--- src/hw/rtl/rctw_pkg.sv ---
`timescale 1ns / 1ps
`default_nettype none
// ----------------------------------------------------------------------------
// rctw_pkg
// Types, codes and constants shared by the column texture walker modules.
// ----------------------------------------------------------------------------
package rctw_pkg;

  localparam int FRAC_BITS_DEF = 16;
  localparam int MAX_SCREEN    = 2048;
  localparam int MAX_TEX       = 256;

  localparam int IN_TDATA_W  = 160;
  localparam int OUT_TDATA_W = 64;
  localparam int OUT_TUSER_W = 4;
  localparam int CFG_IDX_W   = 3;
  localparam int CFG_DATA_W  = 24;

  localparam int TEXW_W   = 9;   // tex_width / tex_height
  localparam int SCR_W    = 12;  // screen_width / screen_height
  localparam int ROW_CMP_W = 13; // row compares against heights up to 4095
  localparam int LH_W     = 16;
  localparam int STEP_W   = 32;
  localparam int POS_W    = 40;
  localparam int OFF_W    = 17;
  localparam int PROD_W   = 43;  // 25-bit unsigned-as-signed times 18-bit signed

  localparam logic [7:0] TEX_COL_MASK = 8'(MAX_TEX - 1);

  typedef enum logic [2:0] {
    CFG_TEX_WIDTH     = 3'd0,
    CFG_TEX_HEIGHT    = 3'd1,
    CFG_SCREEN_WIDTH  = 3'd2,
    CFG_SCREEN_HEIGHT = 3'd3,
    CFG_SKY_COLOR     = 3'd4,
    CFG_FLOOR_COLOR   = 3'd5
  } cfg_reg_t;

  localparam logic [1:0] REGION_SKY   = 2'd0;
  localparam logic [1:0] REGION_WALL  = 2'd1;
  localparam logic [1:0] REGION_FLOOR = 2'd2;

  localparam logic [1:0] TEX_NORTH = 2'd0;
  localparam logic [1:0] TEX_SOUTH = 2'd1;
  localparam logic [1:0] TEX_WEST  = 2'd2;
  localparam logic [1:0] TEX_EAST  = 2'd3;

  localparam logic OP_COLUMN = 1'b0;
  localparam logic OP_ROW    = 1'b1;

  typedef enum logic [2:0] {
    ST_IDLE,
    ST_PROD,
    ST_SUM,
    ST_COL,
    ST_MIRR,
    ST_DIV,
    ST_POS
  } ctrl_state_t;

  typedef struct packed {
    logic        op;
    logic [10:0] column;
    logic [21:0] pos_x;
    logic [21:0] pos_y;
    logic [17:0] ray_dir_x;
    logic [17:0] ray_dir_y;
    logic [23:0] perp_dist;
    logic        hit_side;
    logic [15:0] line_height;
    logic [10:0] draw_start;
    logic [10:0] draw_end;
  } in_item_t;

  typedef struct packed {
    logic        last_row;
    logic [23:0] flat_color;
    logic [15:0] texel_index;
    logic [1:0]  texture_id;
    logic [1:0]  region;
    logic [21:0] pixel_addr;
  } out_item_t;

  typedef struct packed {
    logic col_load;
    logic row_load;
    logic prod_en;
    logic sum_en;
    logic col_en;
    logic mirr_en;
    logic pos_en;
  } ctrl_cmd_t;

  typedef struct packed {
    logic queue_full;
    logic div_last;
  } dp_status_t;

endpackage
`default_nettype wire

--- src/hw/rtl/rctw_div.sv ---
`timescale 1ns / 1ps
`default_nettype none
// ----------------------------------------------------------------------------
// rctw_div
// Restoring unsigned divider, one quotient bit per cycle.
// ----------------------------------------------------------------------------
module rctw_div #(
  parameter int DIVIDEND_W = 25,
  parameter int DIVISOR_W  = 16
) (
  input  logic                  clk,
  input  logic                  rst_n,
  input  logic                  start,
  input  logic [DIVIDEND_W-1:0] dividend,
  input  logic [DIVISOR_W-1:0]  divisor,
  output logic [DIVIDEND_W-1:0] quotient,
  output logic                  last
);

  localparam int CNT_W = $clog2(DIVIDEND_W + 1);

  logic [CNT_W-1:0]      cnt_r;
  logic [DIVISOR_W-1:0]  div_r;
  logic [DIVISOR_W-1:0]  rem_r;
  logic [DIVIDEND_W-1:0] quo_r;
  logic [DIVISOR_W:0]    trial;
  logic [DIVISOR_W:0]    diff;
  logic                  fits;

  assign trial = {rem_r, quo_r[DIVIDEND_W-1]};
  assign diff  = trial - {1'b0, div_r};
  assign fits  = ~diff[DIVISOR_W];

  always_ff @(posedge clk) begin
    if (!rst_n) begin
      cnt_r <= '0;
    end else if (start) begin
      cnt_r <= CNT_W'(DIVIDEND_W);
    end else if (cnt_r != '0) begin
      cnt_r <= cnt_r - CNT_W'(1);
    end
  end

  always_ff @(posedge clk) begin
    if (start) begin
      div_r <= divisor;
      rem_r <= '0;
      quo_r <= dividend;
    end else if (cnt_r != '0) begin
      rem_r <= fits ? diff[DIVISOR_W-1:0] : trial[DIVISOR_W-1:0];
      quo_r <= {quo_r[DIVIDEND_W-2:0], fits};
    end
  end

  assign quotient = quo_r;
  assign last     = (cnt_r == CNT_W'(1));

endmodule
`default_nettype wire

--- src/hw/rtl/rctw_ctrl.sv ---
`timescale 1ns / 1ps
`default_nettype none
// ----------------------------------------------------------------------------
// rctw_ctrl
// Sequencer for column setup; issues row and setup commands to the datapath.
// ----------------------------------------------------------------------------
module rctw_ctrl (
  input  logic                  clk,
  input  logic                  rst_n,
  input  logic                  in_tvalid,
  input  logic                  in_op,
  output logic                  in_tready,
  input  rctw_pkg::dp_status_t  status,
  output rctw_pkg::ctrl_cmd_t   cmd
);

  rctw_pkg::ctrl_state_t state_r;
  rctw_pkg::ctrl_state_t state_nxt;
  logic                  accept;

  assign accept = in_tvalid && in_tready;

  always_ff @(posedge clk) begin
    if (!rst_n) begin
      state_r <= rctw_pkg::ST_IDLE;
    end else begin
      state_r <= state_nxt;
    end
  end

  always_comb begin
    state_nxt = state_r;
    case (state_r)
      rctw_pkg::ST_IDLE: begin
        if (accept && (in_op == rctw_pkg::OP_COLUMN)) begin
          state_nxt = rctw_pkg::ST_PROD;
        end
      end
      rctw_pkg::ST_PROD: state_nxt = rctw_pkg::ST_SUM;
      rctw_pkg::ST_SUM:  state_nxt = rctw_pkg::ST_COL;
      rctw_pkg::ST_COL:  state_nxt = rctw_pkg::ST_MIRR;
      rctw_pkg::ST_MIRR: state_nxt = rctw_pkg::ST_DIV;
      rctw_pkg::ST_DIV: begin
        if (status.div_last) begin
          state_nxt = rctw_pkg::ST_POS;
        end
      end
      rctw_pkg::ST_POS:  state_nxt = rctw_pkg::ST_IDLE;
      default:           state_nxt = rctw_pkg::ST_IDLE;
    endcase
  end

  always_comb begin
    in_tready = 1'b0;
    cmd       = '0;
    case (state_r)
      rctw_pkg::ST_IDLE: begin
        in_tready    = !status.queue_full;
        cmd.col_load = in_tvalid && !status.queue_full && (in_op == rctw_pkg::OP_COLUMN);
        cmd.row_load = in_tvalid && !status.queue_full && (in_op == rctw_pkg::OP_ROW);
      end
      rctw_pkg::ST_PROD: cmd.prod_en = 1'b1;
      rctw_pkg::ST_SUM:  cmd.sum_en  = 1'b1;
      rctw_pkg::ST_COL:  cmd.col_en  = 1'b1;
      rctw_pkg::ST_MIRR: cmd.mirr_en = 1'b1;
      rctw_pkg::ST_DIV:  cmd         = '0;
      rctw_pkg::ST_POS:  cmd.pos_en  = 1'b1;
      default:           cmd         = '0;
    endcase
  end

endmodule
`default_nettype wire

--- src/hw/rtl/rctw_datapath.sv ---
`timescale 1ns / 1ps
`default_nettype none
// ----------------------------------------------------------------------------
// rctw_datapath
// Configuration registers, column setup arithmetic, per-row pixel
// generation and a two-entry result queue.
// ----------------------------------------------------------------------------
module rctw_datapath #(
  parameter int FRAC_BITS = rctw_pkg::FRAC_BITS_DEF
) (
  input  logic                            clk,
  input  logic                            rst_n,
  input  logic                            cfg_we,
  input  logic [rctw_pkg::CFG_IDX_W-1:0]  cfg_index,
  input  logic [rctw_pkg::CFG_DATA_W-1:0] cfg_data,
  input  rctw_pkg::in_item_t              in_item,
  input  rctw_pkg::ctrl_cmd_t             cmd,
  output rctw_pkg::dp_status_t            status,
  output rctw_pkg::out_item_t             out_item,
  output logic                            out_valid,
  input  logic                            out_ready
);

  localparam int HW    = 2 * FRAC_BITS;
  localparam int DW    = rctw_pkg::TEXW_W + FRAC_BITS;
  localparam int QX    = (DW > rctw_pkg::STEP_W) ? DW : rctw_pkg::STEP_W + 1;
  localparam int CPW   = FRAC_BITS + rctw_pkg::TEXW_W;

  // configuration
  logic [8:0]  tex_width_r;
  logic [8:0]  tex_height_r;
  logic [11:0] screen_width_r;
  logic [11:0] screen_height_r;
  logic [23:0] sky_color_r;
  logic [23:0] floor_color_r;

  always_ff @(posedge clk) begin
    if (!rst_n) begin
      tex_width_r     <= 9'd64;
      tex_height_r    <= 9'd64;
      screen_width_r  <= 12'd640;
      screen_height_r <= 12'd480;
      sky_color_r     <= '0;
      floor_color_r   <= '0;
    end else if (cfg_we) begin
      case (rctw_pkg::cfg_reg_t'(cfg_index))
        rctw_pkg::CFG_TEX_WIDTH:     tex_width_r     <= cfg_data[8:0];
        rctw_pkg::CFG_TEX_HEIGHT:    tex_height_r    <= cfg_data[8:0];
        rctw_pkg::CFG_SCREEN_WIDTH:  screen_width_r  <= cfg_data[11:0];
        rctw_pkg::CFG_SCREEN_HEIGHT: screen_height_r <= cfg_data[11:0];
        rctw_pkg::CFG_SKY_COLOR:     sky_color_r     <= cfg_data;
        rctw_pkg::CFG_FLOOR_COLOR:   floor_color_r   <= cfg_data;
        default: ;
      endcase
    end
  end

  // latched column inputs
  logic [21:0] pos_sel_r;
  logic [17:0] ray_sel_r;
  logic [23:0] perp_r;
  logic        side_r;
  logic        rdx_neg_r;
  logic        rdy_neg_r;
  logic [15:0] lh_r;
  logic [10:0] ds_r;

  always_ff @(posedge clk) begin
    if (cmd.col_load) begin
      pos_sel_r <= in_item.hit_side ? in_item.pos_x : in_item.pos_y;
      ray_sel_r <= in_item.hit_side ? in_item.ray_dir_x : in_item.ray_dir_y;
      perp_r    <= in_item.perp_dist;
      side_r    <= in_item.hit_side;
      rdx_neg_r <= in_item.ray_dir_x[17];
      rdy_neg_r <= in_item.ray_dir_y[17];
      lh_r      <= in_item.line_height;
      ds_r      <= in_item.draw_start;
    end
  end

  // column setup pipeline
  logic signed [rctw_pkg::PROD_W-1:0] prod_r;
  logic [HW-1:0]                      hit_sum;
  logic [FRAC_BITS-1:0]               frac_r;
  logic signed [rctw_pkg::OFF_W-1:0]  off_r;
  logic [CPW-1:0]                     colprod_r;
  logic [8:0]                         col9;
  logic [8:0]                         col_mirr;
  logic [8:0]                         col_sel;
  logic                               mirror;

  assign hit_sum  = HW'({pos_sel_r, {FRAC_BITS{1'b0}}}) + HW'(prod_r);
  assign col9     = colprod_r[CPW-1:FRAC_BITS];
  assign col_mirr = tex_width_r - col9 - 9'd1;
  assign mirror   = side_r ? rdy_neg_r : !rdx_neg_r;
  assign col_sel  = mirror ? col_mirr : col9;

  always_ff @(posedge clk) begin
    if (cmd.prod_en) begin
      prod_r <= $signed({1'b0, perp_r}) * $signed(ray_sel_r);
    end
    if (cmd.sum_en) begin
      frac_r <= hit_sum[HW-1:FRAC_BITS];
      off_r  <= $signed({6'd0, ds_r}) - $signed({6'd0, screen_height_r[11:1]})
              + $signed({2'd0, lh_r[15:1]});
    end
    if (cmd.col_en) begin
      colprod_r <= frac_r * tex_width_r;
    end
  end

  // step division
  logic [DW-1:0] div_quo;
  logic          div_last;
  logic [15:0]   divisor;
  logic [QX-1:0] quo_ext;
  logic [31:0]   step_val;
  logic signed [rctw_pkg::OFF_W+rctw_pkg::STEP_W:0] pos_prod;

  assign divisor  = (lh_r == 16'd0) ? 16'd1 : lh_r;
  assign quo_ext  = QX'(div_quo);
  assign step_val = (|quo_ext[QX-1:rctw_pkg::STEP_W]) ? '1 : quo_ext[rctw_pkg::STEP_W-1:0];
  assign pos_prod = off_r * $signed({1'b0, step_val});

  rctw_div #(
    .DIVIDEND_W (DW),
    .DIVISOR_W  (rctw_pkg::LH_W)
  ) u_div (
    .clk      (clk),
    .rst_n    (rst_n),
    .start    (cmd.mirr_en),
    .dividend ({tex_width_r, {FRAC_BITS{1'b0}}}),
    .divisor  (divisor),
    .quotient (div_quo),
    .last     (div_last)
  );

  // column state
  logic [10:0] cur_column_r;
  logic [11:0] row_count_r;
  logic [11:0] row_count_nxt;
  logic [10:0] slice_top_r;
  logic [10:0] slice_bottom_r;
  logic [7:0]  tex_column_r;
  logic [1:0]  tex_select_r;
  logic [39:0] tex_position_r;
  logic [39:0] tex_position_nxt;
  logic [31:0] tex_step_r;

  // row evaluation
  logic [12:0] eff_h;
  logic        row_active;
  logic        row_fire;
  logic        is_sky;
  logic        is_wall;
  logic [8:0]  hmask;
  logic [8:0]  trow;
  logic [17:0] texel_prod;
  logic [15:0] texel_sum;
  logic [23:0] addr_prod;
  rctw_pkg::out_item_t row_item;

  assign eff_h      = ({1'b0, screen_height_r} < 13'(rctw_pkg::MAX_SCREEN))
                    ? {1'b0, screen_height_r} : 13'(rctw_pkg::MAX_SCREEN);
  assign row_active = {1'b0, row_count_r} < eff_h;
  assign row_fire   = cmd.row_load && row_active;
  assign is_sky     = row_count_r < {1'b0, slice_top_r};
  assign is_wall    = !is_sky && (row_count_r <= {1'b0, slice_bottom_r});
  assign hmask      = tex_height_r - 9'd1;
  assign trow       = tex_position_r[FRAC_BITS+8:FRAC_BITS] & hmask;
  assign texel_prod = trow * tex_width_r;
  assign texel_sum  = texel_prod[15:0] + {8'd0, tex_column_r};
  assign addr_prod  = row_count_r * screen_width_r;

  always_comb begin
    row_item.pixel_addr  = addr_prod[21:0] + {11'd0, cur_column_r};
    row_item.texture_id  = tex_select_r;
    row_item.last_row    = (({1'b0, row_count_r} + 13'd1) == {1'b0, screen_height_r});
    if (is_sky) begin
      row_item.region      = rctw_pkg::REGION_SKY;
      row_item.texel_index = '0;
      row_item.flat_color  = sky_color_r;
    end else if (is_wall) begin
      row_item.region      = rctw_pkg::REGION_WALL;
      row_item.texel_index = texel_sum;
      row_item.flat_color  = '0;
    end else begin
      row_item.region      = rctw_pkg::REGION_FLOOR;
      row_item.texel_index = '0;
      row_item.flat_color  = floor_color_r;
    end
  end

  always_comb begin
    row_count_nxt = row_count_r;
    if (cmd.col_load) begin
      row_count_nxt = '0;
    end else if (row_fire) begin
      row_count_nxt = row_count_r + 12'd1;
    end
  end

  always_comb begin
    tex_position_nxt = tex_position_r;
    if (cmd.pos_en) begin
      tex_position_nxt = pos_prod[rctw_pkg::POS_W-1:0];
    end else if (row_fire && is_wall) begin
      tex_position_nxt = tex_position_r + {8'd0, tex_step_r};
    end
  end

  always_ff @(posedge clk) begin
    if (!rst_n) begin
      cur_column_r   <= '0;
      row_count_r    <= '0;
      slice_top_r    <= '0;
      slice_bottom_r <= '0;
      tex_column_r   <= '0;
      tex_select_r   <= '0;
      tex_position_r <= '0;
      tex_step_r     <= '0;
    end else begin
      row_count_r    <= row_count_nxt;
      tex_position_r <= tex_position_nxt;
      if (cmd.col_load) begin
        cur_column_r   <= in_item.column;
        slice_top_r    <= in_item.draw_start;
        slice_bottom_r <= in_item.draw_end;
        if (in_item.hit_side) begin
          tex_select_r <= in_item.ray_dir_y[17] ? rctw_pkg::TEX_NORTH : rctw_pkg::TEX_SOUTH;
        end else begin
          tex_select_r <= in_item.ray_dir_x[17] ? rctw_pkg::TEX_WEST : rctw_pkg::TEX_EAST;
        end
      end
      if (cmd.mirr_en) begin
        tex_column_r <= col_sel[7:0] & rctw_pkg::TEX_COL_MASK;
      end
      if (cmd.pos_en) begin
        tex_step_r <= step_val;
      end
    end
  end

  // result queue: head in q0, overflow in q1
  rctw_pkg::out_item_t q0_r;
  rctw_pkg::out_item_t q1_r;
  logic [1:0]          cnt_r;
  logic                pop;

  assign pop = out_valid && out_ready;

  always_ff @(posedge clk) begin
    if (!rst_n) begin
      cnt_r <= '0;
    end else if (row_fire && !pop) begin
      cnt_r <= cnt_r + 2'd1;
    end else if (pop && !row_fire) begin
      cnt_r <= cnt_r - 2'd1;
    end
  end

  always_ff @(posedge clk) begin
    if (pop) begin
      q0_r <= (row_fire && (cnt_r == 2'd1)) ? row_item : q1_r;
      if (row_fire) begin
        q1_r <= row_item;
      end
    end else if (row_fire) begin
      if (cnt_r == 2'd0) begin
        q0_r <= row_item;
      end else begin
        q1_r <= row_item;
      end
    end
  end

  assign out_item          = q0_r;
  assign out_valid         = (cnt_r != 2'd0);
  assign status.queue_full = (cnt_r == 2'd2);
  assign status.div_last   = div_last;

endmodule
`default_nettype wire

--- src/hw/rtl/raycast_column_texture_walker_core.sv ---
// Row item: result is registered into a two-entry result queue; one row per cycle sustained
//   while the queue is not full, so rows keep flowing while one result waits.
// Column start: input is held off through the PROD, SUM, COL, MIRR, DIV and POS states,
//   DIV waiting on the bit-serial step divider, one quotient bit per cycle.
// Reset (rst_n low, synchronous) restores the register defaults and clears column state.
`timescale 1ns / 1ps
`default_nettype none
// ----------------------------------------------------------------------------
// raycast_column_texture_walker_core
// Wall texture column walker: column setup, then one pixel per in-screen row item.
// ----------------------------------------------------------------------------
module raycast_column_texture_walker_core #(
  parameter int FRAC_BITS = rctw_pkg::FRAC_BITS_DEF
) (
  input  logic                             clk,
  input  logic                             rst_n,
  input  logic                             cfg_valid,
  output logic                             cfg_ready,
  input  logic [rctw_pkg::CFG_IDX_W-1:0]   cfg_index,
  input  logic [rctw_pkg::CFG_DATA_W-1:0]  cfg_data,
  input  logic                             in_tvalid,
  output logic                             in_tready,
  // column, pos_x, pos_y, ray_dir_x, ray_dir_y, perp_dist, hit_side,
  // line_height, draw_start, draw_end, zero fill
  input  logic [rctw_pkg::IN_TDATA_W-1:0]  in_tdata,
  // op
  input  logic                             in_tuser,
  output logic                             out_tvalid,
  input  logic                             out_tready,
  // pixel_addr, texel_index, flat_color, zero fill
  output logic [rctw_pkg::OUT_TDATA_W-1:0] out_tdata,
  // region, texture_id
  output logic [rctw_pkg::OUT_TUSER_W-1:0] out_tuser,
  // last_row
  output logic                             out_tlast
);

  rctw_pkg::in_item_t   in_item;
  rctw_pkg::out_item_t  out_item;
  rctw_pkg::ctrl_cmd_t  cmd;
  rctw_pkg::dp_status_t status;

  always_comb begin
    in_item.op          = in_tuser;
    in_item.column      = in_tdata[10:0];
    in_item.pos_x       = in_tdata[32:11];
    in_item.pos_y       = in_tdata[54:33];
    in_item.ray_dir_x   = in_tdata[72:55];
    in_item.ray_dir_y   = in_tdata[90:73];
    in_item.perp_dist   = in_tdata[114:91];
    in_item.hit_side    = in_tdata[115];
    in_item.line_height = in_tdata[131:116];
    in_item.draw_start  = in_tdata[142:132];
    in_item.draw_end    = in_tdata[153:143];
  end

  assign cfg_ready = 1'b1;

  rctw_ctrl u_ctrl (
    .clk       (clk),
    .rst_n     (rst_n),
    .in_tvalid (in_tvalid),
    .in_op     (in_item.op),
    .in_tready (in_tready),
    .status    (status),
    .cmd       (cmd)
  );

  rctw_datapath #(
    .FRAC_BITS (FRAC_BITS)
  ) u_dp (
    .clk       (clk),
    .rst_n     (rst_n),
    .cfg_we    (cfg_valid && cfg_ready),
    .cfg_index (cfg_index),
    .cfg_data  (cfg_data),
    .in_item   (in_item),
    .cmd       (cmd),
    .status    (status),
    .out_item  (out_item),
    .out_valid (out_tvalid),
    .out_ready (out_tready)
  );

  assign out_tdata = {2'd0, out_item.flat_color, out_item.texel_index, out_item.pixel_addr};
  assign out_tuser = {out_item.texture_id, out_item.region};
  assign out_tlast = out_item.last_row;

endmodule
`default_nettype wire

--- config.mk ---
export PLATFORM = sky130hd
export DESIGN_NAME = raycast_column_texture_walker_core
export DESIGN_NICKNAME = d
export VERILOG_FILES = /design/src/hw/rtl/rctw_pkg.sv /design/src/hw/rtl/rctw_div.sv /design/src/hw/rtl/rctw_ctrl.sv /design/src/hw/rtl/rctw_datapath.sv /design/src/hw/rtl/raycast_column_texture_walker_core.sv
export SDC_FILE = /design/constraint.sdc
export NUM_CORES = 2
export LEC_CHECK = 0
export BUFFER_PORTS_ARGS = -buffer_cell sky130_fd_sc_hd__buf_2
export CELL_PAD_IN_SITES_DETAIL_PLACEMENT = 0
export CELL_PAD_IN_SITES_GLOBAL_PLACEMENT = 2
export CORE_MARGIN = 3
export CORE_UTILIZATION = 44
export DETAILED_ROUTE_END_ITERATION = 16
export HOLD_SLACK_MARGIN = 0.15
export PLACE_DENSITY_LB_ADDON = 0.08
export SYNTH_ARGS = -nofsm -noshare
export SYNTH_HDL_FRONTEND = slang
export SYNTH_SLANG_ARGS = --single-unit
--- constraint.sdc ---
create_clock -name clk -period 11.57 [get_ports clk]
set_clock_uncertainty 0.05 [all_clocks]
set_input_delay 2.8925 -clock clk [delete_from_list [all_inputs] [get_ports clk]]
set_output_delay 2.8925 -clock clk [all_outputs]
set_load 0.005 [all_outputs]
==> run_results.csv <==
group,metric,value,unit
cells_and_area,final_cell_mix,"1212 x nand2_1, 992 x inv_1, 788 x fa_1",
cells_and_area,nNetsFinal,7550,
floorplanning,dieArea,132400,µm²
cts,cts_tree,"yes",
cells_and_area,area_growth,8.774,%
grt,antenna_found_initial,8,
grt,track_usage,22.50,%
sta,hold_violations,0,
grt,grt_pass1_vias,41910,
floorplanning,num_rows,130,
hold_path,hold_class,"register to register",
sta,finalSetupViolations,0,
placed_design,io_buffers,243,
setup_path,crit_path_end_kind,"register",
synth,synth_cell_types,79,
sta,slew_headroom,21.43,%
synth,synth_top_family_by_area,"adder cells",
synth,syn_area,56340,µm²
placed_design,dp_hpwl,108.5,mm
cells_and_area,regArea,13870,µm²
hold_path,worstHoldStart,"u_dp.floor_color_r[16]$_SDFFE_PN0P_",
cells_and_area,multi_input_area,37520,µm²
route,via_per_inst,5.062,
grt,grt_max_degree,103,
grt,overflow,0,
grt,grt_pass1_wl,233.4,mm
cts,cts_root_buffer,"clkbuf_16",
setup_path,cp_slowest_cell,"dfxtp_1",
setup_path,worst-path-buf-inv,3,
synth,synthArstFlopShare,0,%
cts,cts_hold_buf,0,
run_status,outcome,"finished clean",
sta,period_needed,7.123,ns
sta,rsz0062_at_grt,"false",
route,ant_nets,0,
placed_design,gp_congestion,0.8066,
hold_path,min_to,"u_dp.floor_color_r[16]$_SDFFE_PN0P_",
job,drv_cap,0,
setup_path,worstPathArrival,7.60,ns
route,dr.pass1.iters,6,
floorplanning,start_util,44.58,%
synth,seq_area_frac_synth,24.62,%
route,wl_per_cell,18.41,µm
sta,maxSlewViolCount,0,
setup_path,max_stage_delay,0.94,ns
cts,post_cts.repair.setup_buffers,0,
synth,postSynthAreaPerCell,9.313,µm²
setup_path,reg2regPathDepth,21,
setup_path,reg2reg_from,"u_dp.u_div.quotient[5]$_SDFFE_PP0N_",
synth,synth-seq-cells,541,
cells_and_area,layout_commonest_cell,"nand2_1",
cts,cts_buffer_depth,3,
synth,synthXorXnorAreaFrac,3.822,%
route,drt-total-wl,144.1,mm
synth,ys_warn_count,0,
setup_path,cp.required,12.04,ns
synth,synth_edf_count,304,
synth,muxShareOfSynthArea,1.843,%
setup_path,cp-start-kind,"register",
cts,cts_resized,0,
synth,syn_inst,6050,
synth,synth_flop_cell,"edfxtp_1",
floorplanning,die_h,363.8,µm
sta,setup-tns-final,0,ns
placed_design,place_area,58960,µm²
setup_path,path_cells,"nand2_1 > fa_1 > inv_1 > fa_1 > fa_1 > inv_1 > fa_1 > fa_1 > inv_1 > fa_1 > ha_1 > a21o_1 > a21o_1 > a21o_1 > a21oi_1 > o21ai_0 > a211oi_1 > o31ai_1 > a31oi_1 > xnor2_1 > o22ai_1",
cells_and_area,layout-drive-gt1-share,8.614,%
setup_path,r2r_slack,4.45,ns
synth,synthAdderAreaFrac,37.95,%
setup_path,timing.rr.end,"u_dp.tex_position_r[24]$_SDFFE_PN0P_",
floorplanning,dieWidth,363.8,µm
cts,clk_pin_slew,0.06,ns
sta,worst_pin_slew,1.179,ns
route,vias,39630,
route,drt_iter0_drc,1852,
cells_and_area,fill_cells,12220,
cts,insertion_delay,0.65,ns
cts,clkSinkCount,541,
setup_path,critPathTopFamily,"adder cells",
floorplanning,core,126400,µm²
hold_path,hold_depth,2,
cells_and_area,stdcell_area,61290,µm²
synth,yosys.area_share.simple,15.80,%
synth,synth_compound_gate_area_share,7.073,%
route,drc_errors,0,
sta,fin_crit_sh,61.56,%
setup_path,crit_fanout,20,
cts,cts_buffers,68,
setup_path,crit_path_frequent_cell,"fa_1",
sta,fmax,140.4,MHz
setup_path,path_class,"register to register",
floorplanning,ios,265,
cts,htreeDepth,3,
cells by family (layout without fill, tap and decap cells):
family	Yosys count	in the layout
flops	541	541
compound gates	638	638
mux	95	95
other cells	2	7
simple gates	1982	1982
buf+inv	1311	1436
xor+xnor	245	245
fa+ha+maj	1236	1236
cell usage after synthesis (all sizes together) (9+ instances only):
cell    count  area (µm²)
o31ai      13       97.59
mux2i      25       250.2
xor2       66       585.6
nor2b      34       212.7
or3        11       73.82
nand2b     37       231.5
or2         9       56.31
fa        788       15780
ha        448        5605
o21bai     21       157.7
a31oi      16       100.1
o21a       32       240.2
and2      340        2127
nand2    1212        4549
nor4       12       75.07
nor3       49       245.2
a21oi     289        1458
mux2       70       788.3
dfxtp     237        4745
a21o       47       352.8
o211ai     10       80.07
o21ai      86       430.4
clkbuf    282        1059
buf        32       200.2
xnor2     179        1568
edfxtp    304        9129
a211oi     39       292.8
nor2      164       623.1
inv       997        3742
and3       51       319.1
nand3      35       175.2
a22o       24       210.2
how the worst max path moves through the flow:
stage | from | endpoint | cells after the start | slack (ns)
2_1_floorplan | in_tvalid | u_dp.out_item[0]$_DFFE_PP_ | 3 | 2.80
3_3_place_gp | u_dp.ray_sel_r[3]$_DFFE_PP_ | u_dp.prod_r[30]$_DFFE_PP_ | 22 | 4.41
3_5_place_dp | u_dp.ray_sel_r[3]$_DFFE_PP_ | u_dp.prod_r[30]$_DFFE_PP_ | 22 | 4.36
4_1_cts | u_dp.u_div.quotient[5]$_SDFFE_PP0N_ | u_dp.tex_position_r[23]$_SDFFE_PN0P_ | 21 | 4.32
5_1_grt | u_dp.u_div.quotient[5]$_SDFFE_PP0N_ | u_dp.tex_position_r[23]$_SDFFE_PN0P_ | 21 | 3.99
6_report | u_dp.u_div.quotient[5]$_SDFFE_PP0N_ | u_dp.tex_position_r[24]$_SDFFE_PN0P_ | 21 | 4.45
registers in the layout, summed over array words and instances (netlist names), 11 cells and up:
| signal | flops |
|---|---|
| u_dp.screen_height_r | 12 |
| u_dp.lh_r | 16 |
| u_dp.screen_width_r | 12 |
| u_dp.u_div.rem_r | 16 |
| u_dp.cur_column_r | 11 |
| u_dp.perp_r | 24 |
| u_dp.ds_r | 11 |
| u_dp.tex_step_r | 25 |
| u_dp.q1_r | 67 |
| u_dp.sky_color_r | 24 |
| u_dp.floor_color_r | 24 |
| u_dp.row_count_r | 12 |
| u_dp.u_div.div_r | 16 |
| u_dp.tex_position_r | 25 |
| u_dp.slice_bottom_r | 11 |
| u_dp.u_div.quotient | 25 |
| u_dp.slice_top_r | 11 |
| u_dp.prod_r | 16 |
| u_dp.out_item | 67 |
| u_dp.ray_sel_r | 18 |
| u_dp.frac_r | 16 |
| u_dp.pos_sel_r | 16 |
| u_dp.off_r | 17 |
routing by layer:
metal | global-route usage (%) | routed length [µm]
met2 | 38.97 | 70310
met3 | 2.455 | 4187
met4 | 5.225 | 3219
met1 | 30.32 | 66400
met5 | 0 | 0
layout make-up:
class / count / share of cell area [%]
clock inverter: 39 / 0.7452
inverter: 997 / 6.123
tap: 1650 / 3.369
sequential: 541 / 22.64
clock buffer: 86 / 3.038
antenna: 4 / 0.01633
timing repair buffer: 314 / 2.854
multi-input combinational: 4199 / 61.22
metrics by stage:
step           instances  hold WS (ns)  util [%]  setup slack (ns)
2_1_floorplan       6051        0.3799         -             2.802
3_3_place_gp        7701        0.3917     46.65             4.406
3_5_place_dp        7701        0.3962     46.65             4.360
4_1_cts             7826        0.4040     48.48             4.322
5_1_grt             7827        0.4199     48.49             3.988
6_report            7830        0.4036     48.49             4.447
worst min-delay path: cells and delay by family (launching register included):
family | cells | cell delay [ns]
AND/OR/NAND/NOR | 1 | 0.05
AO/OA/AOI/OAI | 1 | 0.05
flip-flops | 1 | 0.30
Power is not shown: default switching activity piles up to over one toggle a cycle in this logic, so the estimate is an artifact.
